$ cat src/design/hbrp_pkg.sv
package hbrp_pkg;

  // Number of characters in the range unit prefix "bytes=".
  localparam int PREFIX_LEN = 6;

  localparam logic [7:0] UNIT_PREFIX [PREFIX_LEN] = '{
    8'h62, 8'h79, 8'h74, 8'h65, 8'h73, 8'h3d
  };

  localparam logic [7:0] CHAR_DASH = 8'h2d;
  localparam logic [7:0] CHAR_ZERO = 8'h30;
  localparam logic [7:0] CHAR_NINE = 8'h39;

  typedef enum logic [1:0] {
    OUTCOME_NONE  = 2'd0,
    OUTCOME_OK    = 2'd1,
    OUTCOME_UNSAT = 2'd2
  } outcome_t;

  // Classification of one header byte, as held in the queue.
  typedef struct packed {
    logic                  present;
    logic                  last;
    logic                  is_digit;
    logic [3:0]            digit;
    logic                  is_dash;
    logic [PREFIX_LEN-1:0] prefix_hit;
  } byte_class_t;

  // Parser flags handed to the resolver at the end of a header.
  typedef struct packed {
    logic chars_seen;
    logic failed;
    logic prefix_done;
    logic dash_seen;
    logic start_seen;
    logic end_seen;
  } parse_flags_t;

endpackage

$ cat src/design/hbrp_front.sv
module hbrp_front
  import hbrp_pkg::*;
(
  input  logic [7:0]  header_byte,
  input  logic        byte_present,
  input  logic        is_last,
  output byte_class_t byte_class
);

  logic [7:0] digit_offset;

  assign digit_offset = header_byte - CHAR_ZERO;

  always_comb begin
    byte_class.present  = byte_present;
    byte_class.last     = is_last;
    byte_class.is_digit = (header_byte >= CHAR_ZERO) && (header_byte <= CHAR_NINE);
    byte_class.digit    = digit_offset[3:0];
    byte_class.is_dash  = (header_byte == CHAR_DASH);
    // Compare against every prefix position at once; the parser picks the one it needs.
    for (int i = 0; i < PREFIX_LEN; i++) begin
      byte_class.prefix_hit[i] = (header_byte == UNIT_PREFIX[i]);
    end
  end

endmodule

$ cat src/design/hbrp_queue.sv
module hbrp_queue #(
  parameter int WIDTH = 16,
  parameter int DEPTH = 4
) (
  input  logic             clk,
  input  logic             rst,
  input  logic             push,
  input  logic [WIDTH-1:0] push_data,
  output logic             not_full,
  input  logic             pop,
  output logic             not_empty,
  output logic [WIDTH-1:0] pop_data
);

  localparam int PTR_W = (DEPTH > 1) ? $clog2(DEPTH) : 1;
  localparam int CNT_W = $clog2(DEPTH + 1);

  logic [WIDTH-1:0] slots [DEPTH];
  logic [PTR_W-1:0] wr_ptr;
  logic [PTR_W-1:0] rd_ptr;
  logic [CNT_W-1:0] count;

  assign not_full  = (count != CNT_W'(DEPTH));
  assign not_empty = (count != '0);
  assign pop_data  = slots[rd_ptr];

  always_ff @(posedge clk) begin
    if (push) begin
      slots[wr_ptr] <= push_data;
    end
  end

  always_ff @(posedge clk) begin
    if (rst) begin
      wr_ptr <= '0;
      rd_ptr <= '0;
      count  <= '0;
    end else begin
      if (push) begin
        wr_ptr <= (wr_ptr == PTR_W'(DEPTH - 1)) ? '0 : wr_ptr + 1'b1;
      end
      if (pop) begin
        rd_ptr <= (rd_ptr == PTR_W'(DEPTH - 1)) ? '0 : rd_ptr + 1'b1;
      end
      if (push && !pop) begin
        count <= count + 1'b1;
      end else if (pop && !push) begin
        count <= count - 1'b1;
      end
    end
  end

endmodule

$ cat src/design/hbrp_parse.sv
module hbrp_parse
  import hbrp_pkg::*;
#(
  parameter int VALUE_WIDTH = 64
) (
  input  logic                   clk,
  input  logic                   rst,
  input  logic                   in_valid,
  input  byte_class_t            in_class,
  input  logic [VALUE_WIDTH-1:0] in_size,
  output logic                   pop,
  output logic                   snap_valid,
  input  logic                   snap_ready,
  output parse_flags_t           snap_flags,
  output logic [VALUE_WIDTH-1:0] snap_start,
  output logic [VALUE_WIDTH-1:0] snap_end,
  output logic [VALUE_WIDTH-1:0] snap_size
);

  localparam int ACC_W = VALUE_WIDTH + 4;

  logic [2:0]             prefix_matched;
  logic                   chars_seen;
  logic                   dash_seen;
  logic                   start_seen;
  logic                   end_seen;
  logic                   failed;
  logic [VALUE_WIDTH-1:0] start_accum;
  logic [VALUE_WIDTH-1:0] end_accum;

  logic [2:0]             prefix_matched_next;
  logic                   chars_seen_next;
  logic                   dash_seen_next;
  logic                   start_seen_next;
  logic                   end_seen_next;
  logic                   failed_next;
  logic [VALUE_WIDTH-1:0] start_accum_next;
  logic [VALUE_WIDTH-1:0] end_accum_next;

  logic [ACC_W-1:0]       acc_ext;
  logic [ACC_W-1:0]       acc_prod;
  logic                   acc_ovf;
  logic                   prefix_done;
  logic                   snap_free;

  assign snap_free = !snap_valid || snap_ready;
  // A header's last byte waits until the resolver can take the snapshot.
  assign pop = in_valid && (!in_class.last || snap_free);

  assign prefix_done = (prefix_matched == 3'(PREFIX_LEN));

  // Only one number grows at a time, so one multiply-by-ten serves both.
  assign acc_ext  = dash_seen ? ACC_W'(end_accum) : ACC_W'(start_accum);
  assign acc_prod = (acc_ext << 3) + (acc_ext << 1) + ACC_W'(in_class.digit);
  assign acc_ovf  = |acc_prod[ACC_W-1:VALUE_WIDTH];

  always_comb begin
    prefix_matched_next = prefix_matched;
    chars_seen_next     = chars_seen;
    dash_seen_next      = dash_seen;
    start_seen_next     = start_seen;
    end_seen_next       = end_seen;
    failed_next         = failed;
    start_accum_next    = start_accum;
    end_accum_next      = end_accum;
    if (in_class.present) begin
      chars_seen_next = 1'b1;
      if (!failed) begin
        if (!prefix_done) begin
          if (in_class.prefix_hit[prefix_matched]) begin
            prefix_matched_next = prefix_matched + 1'b1;
          end else begin
            failed_next = 1'b1;
          end
        end else if (in_class.is_dash) begin
          if (dash_seen) begin
            failed_next = 1'b1;
          end else begin
            dash_seen_next = 1'b1;
          end
        end else if (in_class.is_digit) begin
          if (dash_seen) begin
            end_seen_next  = 1'b1;
            end_accum_next = acc_prod[VALUE_WIDTH-1:0];
          end else begin
            start_seen_next  = 1'b1;
            start_accum_next = acc_prod[VALUE_WIDTH-1:0];
          end
          if (acc_ovf) begin
            failed_next = 1'b1;
          end
        end else begin
          failed_next = 1'b1;
        end
      end
    end
  end

  always_ff @(posedge clk) begin
    if (rst) begin
      prefix_matched <= '0;
      chars_seen     <= 1'b0;
      dash_seen      <= 1'b0;
      start_seen     <= 1'b0;
      end_seen       <= 1'b0;
      failed         <= 1'b0;
      start_accum    <= '0;
      end_accum      <= '0;
      snap_valid     <= 1'b0;
    end else begin
      snap_valid <= (pop && in_class.last) || (snap_valid && !snap_ready);
      if (pop && in_class.last) begin
        prefix_matched <= '0;
        chars_seen     <= 1'b0;
        dash_seen      <= 1'b0;
        start_seen     <= 1'b0;
        end_seen       <= 1'b0;
        failed         <= 1'b0;
        start_accum    <= '0;
        end_accum      <= '0;
      end else if (pop) begin
        prefix_matched <= prefix_matched_next;
        chars_seen     <= chars_seen_next;
        dash_seen      <= dash_seen_next;
        start_seen     <= start_seen_next;
        end_seen       <= end_seen_next;
        failed         <= failed_next;
        start_accum    <= start_accum_next;
        end_accum      <= end_accum_next;
      end
    end
  end

  always_ff @(posedge clk) begin
    if (pop && in_class.last) begin
      snap_flags.chars_seen  <= chars_seen_next;
      snap_flags.failed      <= failed_next;
      snap_flags.prefix_done <= (prefix_matched_next == 3'(PREFIX_LEN));
      snap_flags.dash_seen   <= dash_seen_next;
      snap_flags.start_seen  <= start_seen_next;
      snap_flags.end_seen    <= end_seen_next;
      snap_start             <= start_accum_next;
      snap_end               <= end_accum_next;
      snap_size              <= in_size;
    end
  end

endmodule

$ cat src/design/hbrp_resolve.sv
module hbrp_resolve
  import hbrp_pkg::*;
#(
  parameter int VALUE_WIDTH = 64
) (
  input  logic                   clk,
  input  logic                   rst,
  input  logic                   snap_valid,
  output logic                   snap_ready,
  input  parse_flags_t           snap_flags,
  input  logic [VALUE_WIDTH-1:0] snap_start,
  input  logic [VALUE_WIDTH-1:0] snap_end,
  input  logic [VALUE_WIDTH-1:0] snap_size,
  output logic                   out_valid,
  input  logic                   out_ready,
  output outcome_t               outcome,
  output logic [VALUE_WIDTH-1:0] first_byte,
  output logic [VALUE_WIDTH-1:0] last_byte
);

  // First step: pick the candidate range and settle the outcomes that need no compare.
  logic                   a_valid;
  logic                   a_done;
  outcome_t               a_code;
  logic [VALUE_WIDTH-1:0] a_first;
  logic [VALUE_WIDTH-1:0] a_last;
  logic [VALUE_WIDTH-1:0] a_size;
  logic [VALUE_WIDTH-1:0] a_size_m1;

  logic                   a_done_next;
  outcome_t               a_code_next;
  logic [VALUE_WIDTH-1:0] a_first_next;
  logic [VALUE_WIDTH-1:0] a_last_next;
  logic [VALUE_WIDTH-1:0] size_m1;

  outcome_t               outcome_next;
  logic [VALUE_WIDTH-1:0] first_byte_next;
  logic [VALUE_WIDTH-1:0] last_byte_next;

  logic                   out_free;
  logic                   a_free;

  assign out_free   = !out_valid || out_ready;
  assign a_free     = !a_valid || out_free;
  assign snap_ready = a_free;
  assign size_m1    = snap_size - 1'b1;

  always_comb begin
    a_done_next  = 1'b0;
    a_code_next  = OUTCOME_UNSAT;
    a_first_next = snap_start;
    a_last_next  = snap_flags.end_seen ? snap_end : size_m1;
    if (!snap_flags.chars_seen) begin
      a_done_next = 1'b1;
      a_code_next = OUTCOME_NONE;
    end else if (snap_flags.failed || !snap_flags.prefix_done || !snap_flags.dash_seen
                 || (snap_size == '0)) begin
      a_done_next = 1'b1;
    end else if (!snap_flags.start_seen) begin
      // Suffix form: the last N bytes, N clamped to the size.
      if (!snap_flags.end_seen || (snap_end == '0)) begin
        a_done_next = 1'b1;
      end
      a_first_next = (snap_end > snap_size) ? '0 : snap_size - snap_end;
      a_last_next  = size_m1;
    end
  end

  always_comb begin
    outcome_next    = a_code;
    first_byte_next = '0;
    last_byte_next  = '0;
    if (!a_done) begin
      if ((a_first > a_last) || (a_first >= a_size)) begin
        outcome_next = OUTCOME_UNSAT;
      end else begin
        outcome_next    = OUTCOME_OK;
        first_byte_next = a_first;
        last_byte_next  = (a_last > a_size_m1) ? a_size_m1 : a_last;
      end
    end
  end

  always_ff @(posedge clk) begin
    if (rst) begin
      a_valid   <= 1'b0;
      out_valid <= 1'b0;
    end else begin
      if (a_free) begin
        a_valid <= snap_valid;
      end
      if (out_free) begin
        out_valid <= a_valid;
      end
    end
  end

  always_ff @(posedge clk) begin
    if (a_free && snap_valid) begin
      a_done    <= a_done_next;
      a_code    <= a_code_next;
      a_first   <= a_first_next;
      a_last    <= a_last_next;
      a_size    <= snap_size;
      a_size_m1 <= size_m1;
    end
    if (out_free && a_valid) begin
      outcome    <= outcome_next;
      first_byte <= first_byte_next;
      last_byte  <= last_byte_next;
    end
  end

endmodule

$ cat src/design/http_byte_range_parser.sv
// Data path: the transaction that ends a header passes through the queue, the parser's
// snapshot register and the resolver's first step into the output register.
// Throughput: one header byte per cycle while the queue is not full; the parser's per-byte
// multiply-by-ten and add set that figure, and a header's last byte may wait for the snapshot.
// Reset (rst, synchronous, active high) empties the queue and the pipeline and clears the
// parser; no clearing pass follows, so the block takes input in the first cycle after reset.
module http_byte_range_parser
  import hbrp_pkg::*;
#(
  parameter int VALUE_WIDTH = 64,
  parameter int QUEUE_DEPTH = 4
) (
  input  logic         clk,
  input  logic         rst,
  input  logic         s_tvalid,
  output logic         s_tready,
  input  logic [71:0]  s_tdata,  // [7:0] header_byte, [71:8] resource_size
  input  logic         s_tuser,  // [0] byte_present
  input  logic         s_tlast,  // is_last
  output logic         m_tvalid,
  input  logic         m_tready,
  output logic [135:0] m_tdata   // [1:0] outcome, [65:2] first_byte, [129:66] last_byte,
                                 // [135:130] zero
);

  // The design is split into a front end and a back end joined by a short queue.
  // The front end classifies each incoming byte (digit, dash, and which prefix
  // characters it matches) and writes the classification, together with the
  // resource size reduced to VALUE_WIDTH bits, into the queue. The back end pops
  // one entry per cycle unless stalled, runs the parser state and, at the end of a header,
  // hands a snapshot to a two-step resolver whose second step is the output register.
  // The queue lets the input side keep accepting while a result waits downstream.

  localparam int ENTRY_W = VALUE_WIDTH + $bits(byte_class_t);

  byte_class_t            in_class;
  logic [ENTRY_W-1:0]     push_entry;
  logic [ENTRY_W-1:0]     pop_entry;
  logic                   queue_not_empty;
  logic                   queue_pop;
  byte_class_t            pop_class;
  logic [VALUE_WIDTH-1:0] pop_size;

  logic                   snap_valid;
  logic                   snap_ready;
  parse_flags_t           snap_flags;
  logic [VALUE_WIDTH-1:0] snap_start;
  logic [VALUE_WIDTH-1:0] snap_end;
  logic [VALUE_WIDTH-1:0] snap_size;

  outcome_t               outcome;
  logic [VALUE_WIDTH-1:0] first_byte;
  logic [VALUE_WIDTH-1:0] last_byte;

  hbrp_front u_front (
    .header_byte  (s_tdata[7:0]),
    .byte_present (s_tuser),
    .is_last      (s_tlast),
    .byte_class   (in_class)
  );

  // Only the low VALUE_WIDTH bits of the resource size take part in the range arithmetic.
  assign push_entry = {s_tdata[8 +: VALUE_WIDTH], in_class};

  hbrp_queue #(
    .WIDTH (ENTRY_W),
    .DEPTH (QUEUE_DEPTH)
  ) u_queue (
    .clk       (clk),
    .rst       (rst),
    .push      (s_tvalid && s_tready),
    .push_data (push_entry),
    .not_full  (s_tready),
    .pop       (queue_pop),
    .not_empty (queue_not_empty),
    .pop_data  (pop_entry)
  );

  assign pop_class = pop_entry[$bits(byte_class_t)-1:0];
  assign pop_size  = pop_entry[ENTRY_W-1:$bits(byte_class_t)];

  hbrp_parse #(
    .VALUE_WIDTH (VALUE_WIDTH)
  ) u_parse (
    .clk        (clk),
    .rst        (rst),
    .in_valid   (queue_not_empty),
    .in_class   (pop_class),
    .in_size    (pop_size),
    .pop        (queue_pop),
    .snap_valid (snap_valid),
    .snap_ready (snap_ready),
    .snap_flags (snap_flags),
    .snap_start (snap_start),
    .snap_end   (snap_end),
    .snap_size  (snap_size)
  );

  hbrp_resolve #(
    .VALUE_WIDTH (VALUE_WIDTH)
  ) u_resolve (
    .clk        (clk),
    .rst        (rst),
    .snap_valid (snap_valid),
    .snap_ready (snap_ready),
    .snap_flags (snap_flags),
    .snap_start (snap_start),
    .snap_end   (snap_end),
    .snap_size  (snap_size),
    .out_valid  (m_tvalid),
    .out_ready  (m_tready),
    .outcome    (outcome),
    .first_byte (first_byte),
    .last_byte  (last_byte)
  );

  // Offsets are zero-extended to the full 64-bit fields of the result transaction.
  assign m_tdata = {6'b0, 64'(last_byte), 64'(first_byte), outcome};

endmodule
$ cat config.mk
export PLATFORM = sky130hd
export DESIGN_NAME = http_byte_range_parser
export DESIGN_NICKNAME = d
export VERILOG_FILES = /design/src/design/hbrp_pkg.sv /design/src/design/hbrp_front.sv /design/src/design/hbrp_queue.sv /design/src/design/hbrp_parse.sv /design/src/design/hbrp_resolve.sv /design/src/design/http_byte_range_parser.sv
export SDC_FILE = /design/constraint.sdc
export NUM_CORES = 2
export LEC_CHECK = 0
export ABC_AREA = 1
export BUFFER_PORTS_ARGS = -buffer_cell sky130_fd_sc_hd__buf_4
export CAP_MARGIN = 15
export CORE_UTILIZATION = 40
export CTS_BUF_LIST = sky130_fd_sc_hd__clkbuf_4 sky130_fd_sc_hd__clkbuf_8 sky130_fd_sc_hd__clkbuf_16
export CTS_CLUSTER_SIZE = 20
export DETAILED_ROUTE_END_ITERATION = 6
export PLACE_DENSITY = 0.56
export SYNTH_ARGS = -nofsm -noshare
export SYNTH_HDL_FRONTEND = slang
export SYNTH_SLANG_ARGS = --single-unit
$ cat constraint.sdc
create_clock -name clk -period 22.7 [get_ports clk]
set_input_delay 4.54 -clock clk [delete_from_list [all_inputs] [get_ports clk]]
set_output_delay 4.54 -clock clk [all_outputs]
set_load 0.005 [all_outputs]
After elaboration in Yosys (flattened, before gate mapping). Memory sizes are Yosys's and may differ from the RTL's. A register that Yosys moved wholly into a read port is not among the register bits. Cells that the tools add are included.

Flip-flop bits (word level): 733. Latch bits: 0. Bits in writable memories: 312. Bits in read-only memories: 0. Bits of input ports: 78. Logic and storage cells: 166. Memories kept: 1.

Add/sub/neg operators: 10. Multipliers: 0. Divide/modulo/power cells: 0. $lt $le $gt $ge: 7. Equality and inequality tests: 12. Shift operators: 0. Mux-type cells: 66. Bitwise operators: 1. Reductions and logical operators: 37.

Memory list: u_queue.slots (depth 4, bits a word 78, read ports 1, clocked after Yosys merged registers in 1, wr ports 1, line hbrp_queue.sv:18) `logic [WIDTH-1:0] slots [DEPTH];`.

Operator list (count): $mux 64 (22); $gt 64x64->1 (3); $logic_not 64->1 (2); $add 68x4->68 (1); $add 68x68->68 (1); $ge 64x64->1 (1); $sub 64x1->64 const B (1); $sub 64x64->64 (1); $eq 8x7->1 const B (5); $mux 1 (30); $mux 3 (6); $eq 8x6->1 const B (2); $mux 2 (7); $logic_not 1->1 (10); $logic_or 1x1->1 (10); $logic_and 1x1->1 (9); $ge 8x6->1 const B (1); $le 8x6->1 const B (1); $add 3x1->3 const B (2); $eq 3x3->1 const B (2); $reduce_or 2->1 (3); $add 2x1->2 const B (2); $eq 2x2->1 const B (2); $lt 3x4->1 const B (1); other kinds (8) (8).

Longest topological paths before layout.
Depth after elaboration: 10. Depth in mapped cells: 30.

Hierarchy. Synthesis repeated with hierarchy kept, for this count alone.

Cell total of the unflattened synthesis: 6697. Area, all modules: 58975.3 µm².

Modules (own cells, without submodules): hbrp_resolve (times used 1, cells each 3366, area an instance 27164.8 µm²); hbrp_parse (times used 1, cells each 2471, area an instance 19522.5 µm²); hbrp_queue (times used 1, cells each 814, area an instance 12032.8 µm²); hbrp_front (times used 1, cells each 37, area an instance 198.9 µm²); http_byte_range_parser (times used 1, cells each 9, area an instance 56.3 µm²).

Least setup slack after synthesis. No wires, ideal clock.

Path kind: input port to flip-flop. Start point: input port m_tready. End point: register u_resolve.first_byte[0], enable pin. Setup time: 662 ps. Arrival: 10804 ps. Required time: 22038 ps. Setup slack: 11234 ps. Stages on the path: 2. Path buffers: 0. Path through: inv_1 -> a21oi_1.

Cells in the longest elaborated chain, start to end: 2.

RTL lines: from (decl) (line http_byte_range_parser.sv:21) `input logic m_tready,`; $logic_or 1x1->1 (line hbrp_resolve.sv:43) `assign out_free = !out_valid || out_ready;`; $logic_and 1x1->1 (line hbrp_resolve.sv:107) `if (out_free && a_valid) begin`; to (signal assigned) (line hbrp_resolve.sv:109) `first_byte <= first_byte_next;`; to (decl) (line hbrp_resolve.sv:17) `output logic [VALUE_WIDTH-1:0] first_byte,`.

No other way between the ends. A chain may end at the register's enable or synchronous reset.

Final worst setup path.
Start point: input port m_tready. End point: register u_parse.end_accum[40].

Cells in the longest elaborated chain, start to end: 7.

RTL lines: $logic_or 1x1->1 (*) (line hbrp_resolve.sv:43); $logic_or 1x1->1 (*) (line hbrp_resolve.sv:44) `assign a_free = !a_valid || out_free;`; $logic_or 1x1->1 (*) (line hbrp_parse.sv:46) `assign snap_free = !snap_valid || snap_ready;`; $logic_or 1x1->1 (*) (line hbrp_parse.sv:48) `assign pop = in_valid && (!in_class.last || snap_free);`; $logic_and 1x1->1 (*) (line hbrp_parse.sv:48); $logic_and 1x1->1 (line hbrp_parse.sv:112) `if (pop && in_class.last) begin`; $reduce_or 2->1 (no source line); to (signal assigned) (line hbrp_parse.sv:129) `end_accum <= end_accum_next;`; to (decl) (line hbrp_parse.sv:29) `logic [VALUE_WIDTH-1:0] end_accum;`.

Every way passes the cells marked *; elsewhere a longest branch is shown, timed or not.

==> impl_metrics.json <==
{
  "outcome": "complete, no violations",
  "synth-simple-area-share_pct": 17.4,
  "clockBufferDepth": 3,
  "cap_violations": 0,
  "die_w_um": 382,
  "ir_drop_mv": 0.118,
  "worst_path_largest_cell_delay_ns": 0.92,
  "hold_violations": 0,
  "crit_slowest_cell": "inv_2",
  "ys_seq_area_share_pct": 51.8,
  "cp_max_fo": 74,
  "insertedDiodeCount": 0,
  "die-area_um2": 146000,
  "crit_end": "u_parse.end_accum[40]",
  "hold_buffers": 0,
  "crit_arrival_ns": 7.56,
  "cts_tree": "built",
  "cts_resized": 0,
  "drtAntennaViolNets": 0,
  "synthFlopType": "edfxtp_1",
  "fmaxAchievable_mhz": 144,
  "avgSynthCellArea_um2": 9.01,
  "syn_inst": 6408,
  "io_pins": 216,
  "wirelength_mm": 172,
  "drtPass1Iterations": 6,
  "tns_ns": 0,
  "final_common_cell": "nand2_1",
  "setup_viol": 0,
  "max_slew.worst_pin.slew_ns": 1.12,
  "synth-compound-area-share_pct": 11.7,
  "cts_setup_buffers": 0,
  "fin_skew_ns": 0.0738,
  "drc": 0,
  "synth_edf_count": 898,
  "root_buffer": "clkbuf_16",
  "placedCellCount": 8360,
  "grt.busiest_layer": "met2",
  "insertion_delay_ns": 0.78,
  "r2r_start": "u_parse.dash_seen",
  "grt_pass1_wl_mm": 257,
  "port_buffers": 209,
  "viasPerCell": 5.15,
  "hp-start": "u_parse.start_seen",
  "syn_area_um2": 57800,
  "synth_xor_area_share_pct": 2.40,
  "gr-usage-all-layers_pct": 23.2,
  "synth.area.mux_share_pct": 0,
  "rows": 139,
  "cp_data_required_time_ns": 23.34,
  "nFillCells": 13800,
  "grt.met1_usage_pct": 34.1,
  "ys_types": 72,
  "mostFrequentLayoutCells": "nand2_1 (1266), inv_1 (934), edfxtp_1 (898), nor2_1 (698), o21ai_0 (450)",
  "ys_seq_elements": 1046,
  "coreArea_um2": 143000,
  "cts_made_buffers": 107,
  "antenna_found_initial": 1,
  "final_max_slew_viol_count": 0,
  "min_period_over_period_pct": 30.5,
  "hpwl_mm": 132,
  "numClockSinks": 1046,
  "nNetsFinal": 7040,
  "worstRegToRegCells": 14,
  "cp_cell_sequence": "buf_4, inv_1, nand2_1, nor2_1, inv_1, nor2_1, nand2_1, nand2_4, inv_2, nand2_2, nand2_2, buf_4, inv_2, o21ai_0, a31oi_1",
  "synth_area_leaders": "edfxtp_1 (47%), ha_1 (8.5%), nand2_1 (8.2%)",
  "vias": 44100,
  "layout_min_cycle_time_ns": 6.92,
  "die_h_um": 382,
  "layout-drive-gt1-share_pct": 8.22,
  "start_kind": "primary input",
  "total_power_uw": 8140,
  "r2r_end": "u_parse.snap_end[60]",
  "total_leakage_power_uw": 0.0278,
  "synth_top_area_share_pct": 46.7,
  "rsz0062_at_grt": "false",
  "syn_to_final_growth_pct": 12.0,
  "synth_top_cell_by_area": "edfxtp_1",
  "critPathKind": "in -> reg",
  "grt_max_degree": 120,
  "r2r_slack_ns": 17.41,
  "synth_fa_ha_area_share_pct": 8.63,
  "yosysWarnings": 0,
  "start_util_pct": 40.3,
  "relSlewSlack_pct": 25.2,
  "min_path_type": "reg -> reg",
  "synth_top_family_by_area": "simple AND/OR/NAND/NOR gates",
  "min_delay_path_depth": 2,
  "post_drt_wl_per_cell_um": 20.1,
  "h-tree-depth": 3,
  "powerDensity_nw_per_um2": 126,
  "use_met3_pct": 2.47,
  "path_clk_slew_ns": 0.06,
  "crit_path_start": "m_tready",
  "final_cells": 8561,
  "async_reset_ff_share_pct": 0,
  "end_kind": "flip-flop",
  "drt_iter0_markers": 3809,
  "overflow": 0,
  "holdWs_ns": 0.455,
  "grt_pass1_vias": 42000,
  "final_util_pct": 45.1,
  "gp_congestion": 0.989,
  "use_met2_pct": 35.9
}
[power by group]
group	switching, uW	leakage (uW)	internal (uW)
Clock	767	0.00180	1030
Sequential	440	0.00959	2740
Combinational	2180	0.0164	977
[critical path, delay by kind of cell]
kind | cells | cell delay (ns)
AOI/OAI and AO/OA | 2 | 0.43
buffers and inverters | 6 | 1.60
and+or+nand+nor | 7 | 0.93
[cells in the mapped netlist (9+ instances only)]
| master | number |
|---|---|
| o22ai_1 | 69 |
| nand3_1 | 222 |
| buf_6 | 12 |
| nand4_1 | 44 |
| nor3_1 | 50 |
| o21ai_0 | 450 |
| buf_1 | 12 |
| ha_1 | 392 |
| edfxtp_1 | 898 |
| nor4_1 | 34 |
| nor2_4 | 9 |
| a21o_1 | 17 |
| o211ai_1 | 33 |
| a31oi_1 | 17 |
| a21oi_1 | 387 |
| xor2_1 | 81 |
| buf_2 | 68 |
| nand2_2 | 11 |
| inv_1 | 936 |
| nor2_1 | 702 |
| dfxtp_1 | 148 |
| nand2_1 | 1268 |
| o21a_1 | 14 |
| o21ai_2 | 12 |
| nand3b_1 | 13 |
| xnor2_1 | 68 |
| nor2_2 | 10 |
| inv_2 | 23 |
| clkbuf_1 | 73 |
| o21ai_1 | 173 |
| o21bai_1 | 26 |
| buf_4 | 31 |
[sequential cells by signal, summed over array words and instances (netlist names), 2 cells and up, named ones only]
name,cells
u_resolve.a_size_m1,64
u_parse.snap_start,64
u_resolve.last_byte,64
u_resolve.a_first,64
u_parse.snap_flags,6
u_parse.end_accum,64
u_queue.wr_ptr,2
u_queue.slots,312
u_queue.rd_ptr,2
u_queue.count,3
u_parse.snap_end,64
u_resolve.a_size,64
u_parse.prefix_matched,3
u_parse.start_accum,64
u_resolve.outcome,2
u_resolve.first_byte,64
u_resolve.a_last,64
u_parse.snap_size,64
[worst min-delay path by stage]
stage	to	slack, ns
final	u_parse.start_seen	0.46
after global routing	u_parse.start_seen	0.47
after CTS	u_parse.start_seen	0.46
after detailed placement	u_parse.start_seen	0.45
after global placement	u_parse.chars_seen	0.44
after floorplan	u_resolve.a_code[1]	0.43
[logic make-up after synthesis]
| logic type | count (synthesis) |
|---|---|
| simple gates | 2411 |
| compound gates | 1241 |
| fa+ha+maj | 396 |
| buf+inv | 1159 |
| xor+xnor | 154 |
| other cells | 1 |
| flops | 1046 |
[layer usage]
layer	routed length [um]	vias up	part of all wire, %
met4	4600	2	2.7
met1	82500	20800	48
met2	75500	1236	44
met5	13	-	0.0076
met3	9470	201	5.5
li1	-	21800	-
[metrics by stage]
stage / worst slack [ns] / cell area, um^2
final: 15.78 / 64700
after floorplan: 11.23 / 57800
after CTS: 15.75 / 64700
after global placement: 15.11 / 61000
after detailed placement: 14.99 / 61000
after global routing: 15.48 / 64700
[cell type report]
| type | count | area (um^2) | share of cell area (%) |
|---|---|---|---|
| flip-flops and latches | 1046 | 29900 | 46.3 |
| multi-input cells | 4208 | 23300 | 35.9 |
| inverters | 961 | 3630 | 5.61 |
| clock buffers | 132 | 2910 | 4.49 |
| well taps | 1903 | 2380 | 3.68 |
| repair buffers | 242 | 1820 | 2.81 |
| clock inverters | 69 | 778 | 1.20 |
No activity file was read; power rests on OpenSTA's default activity.
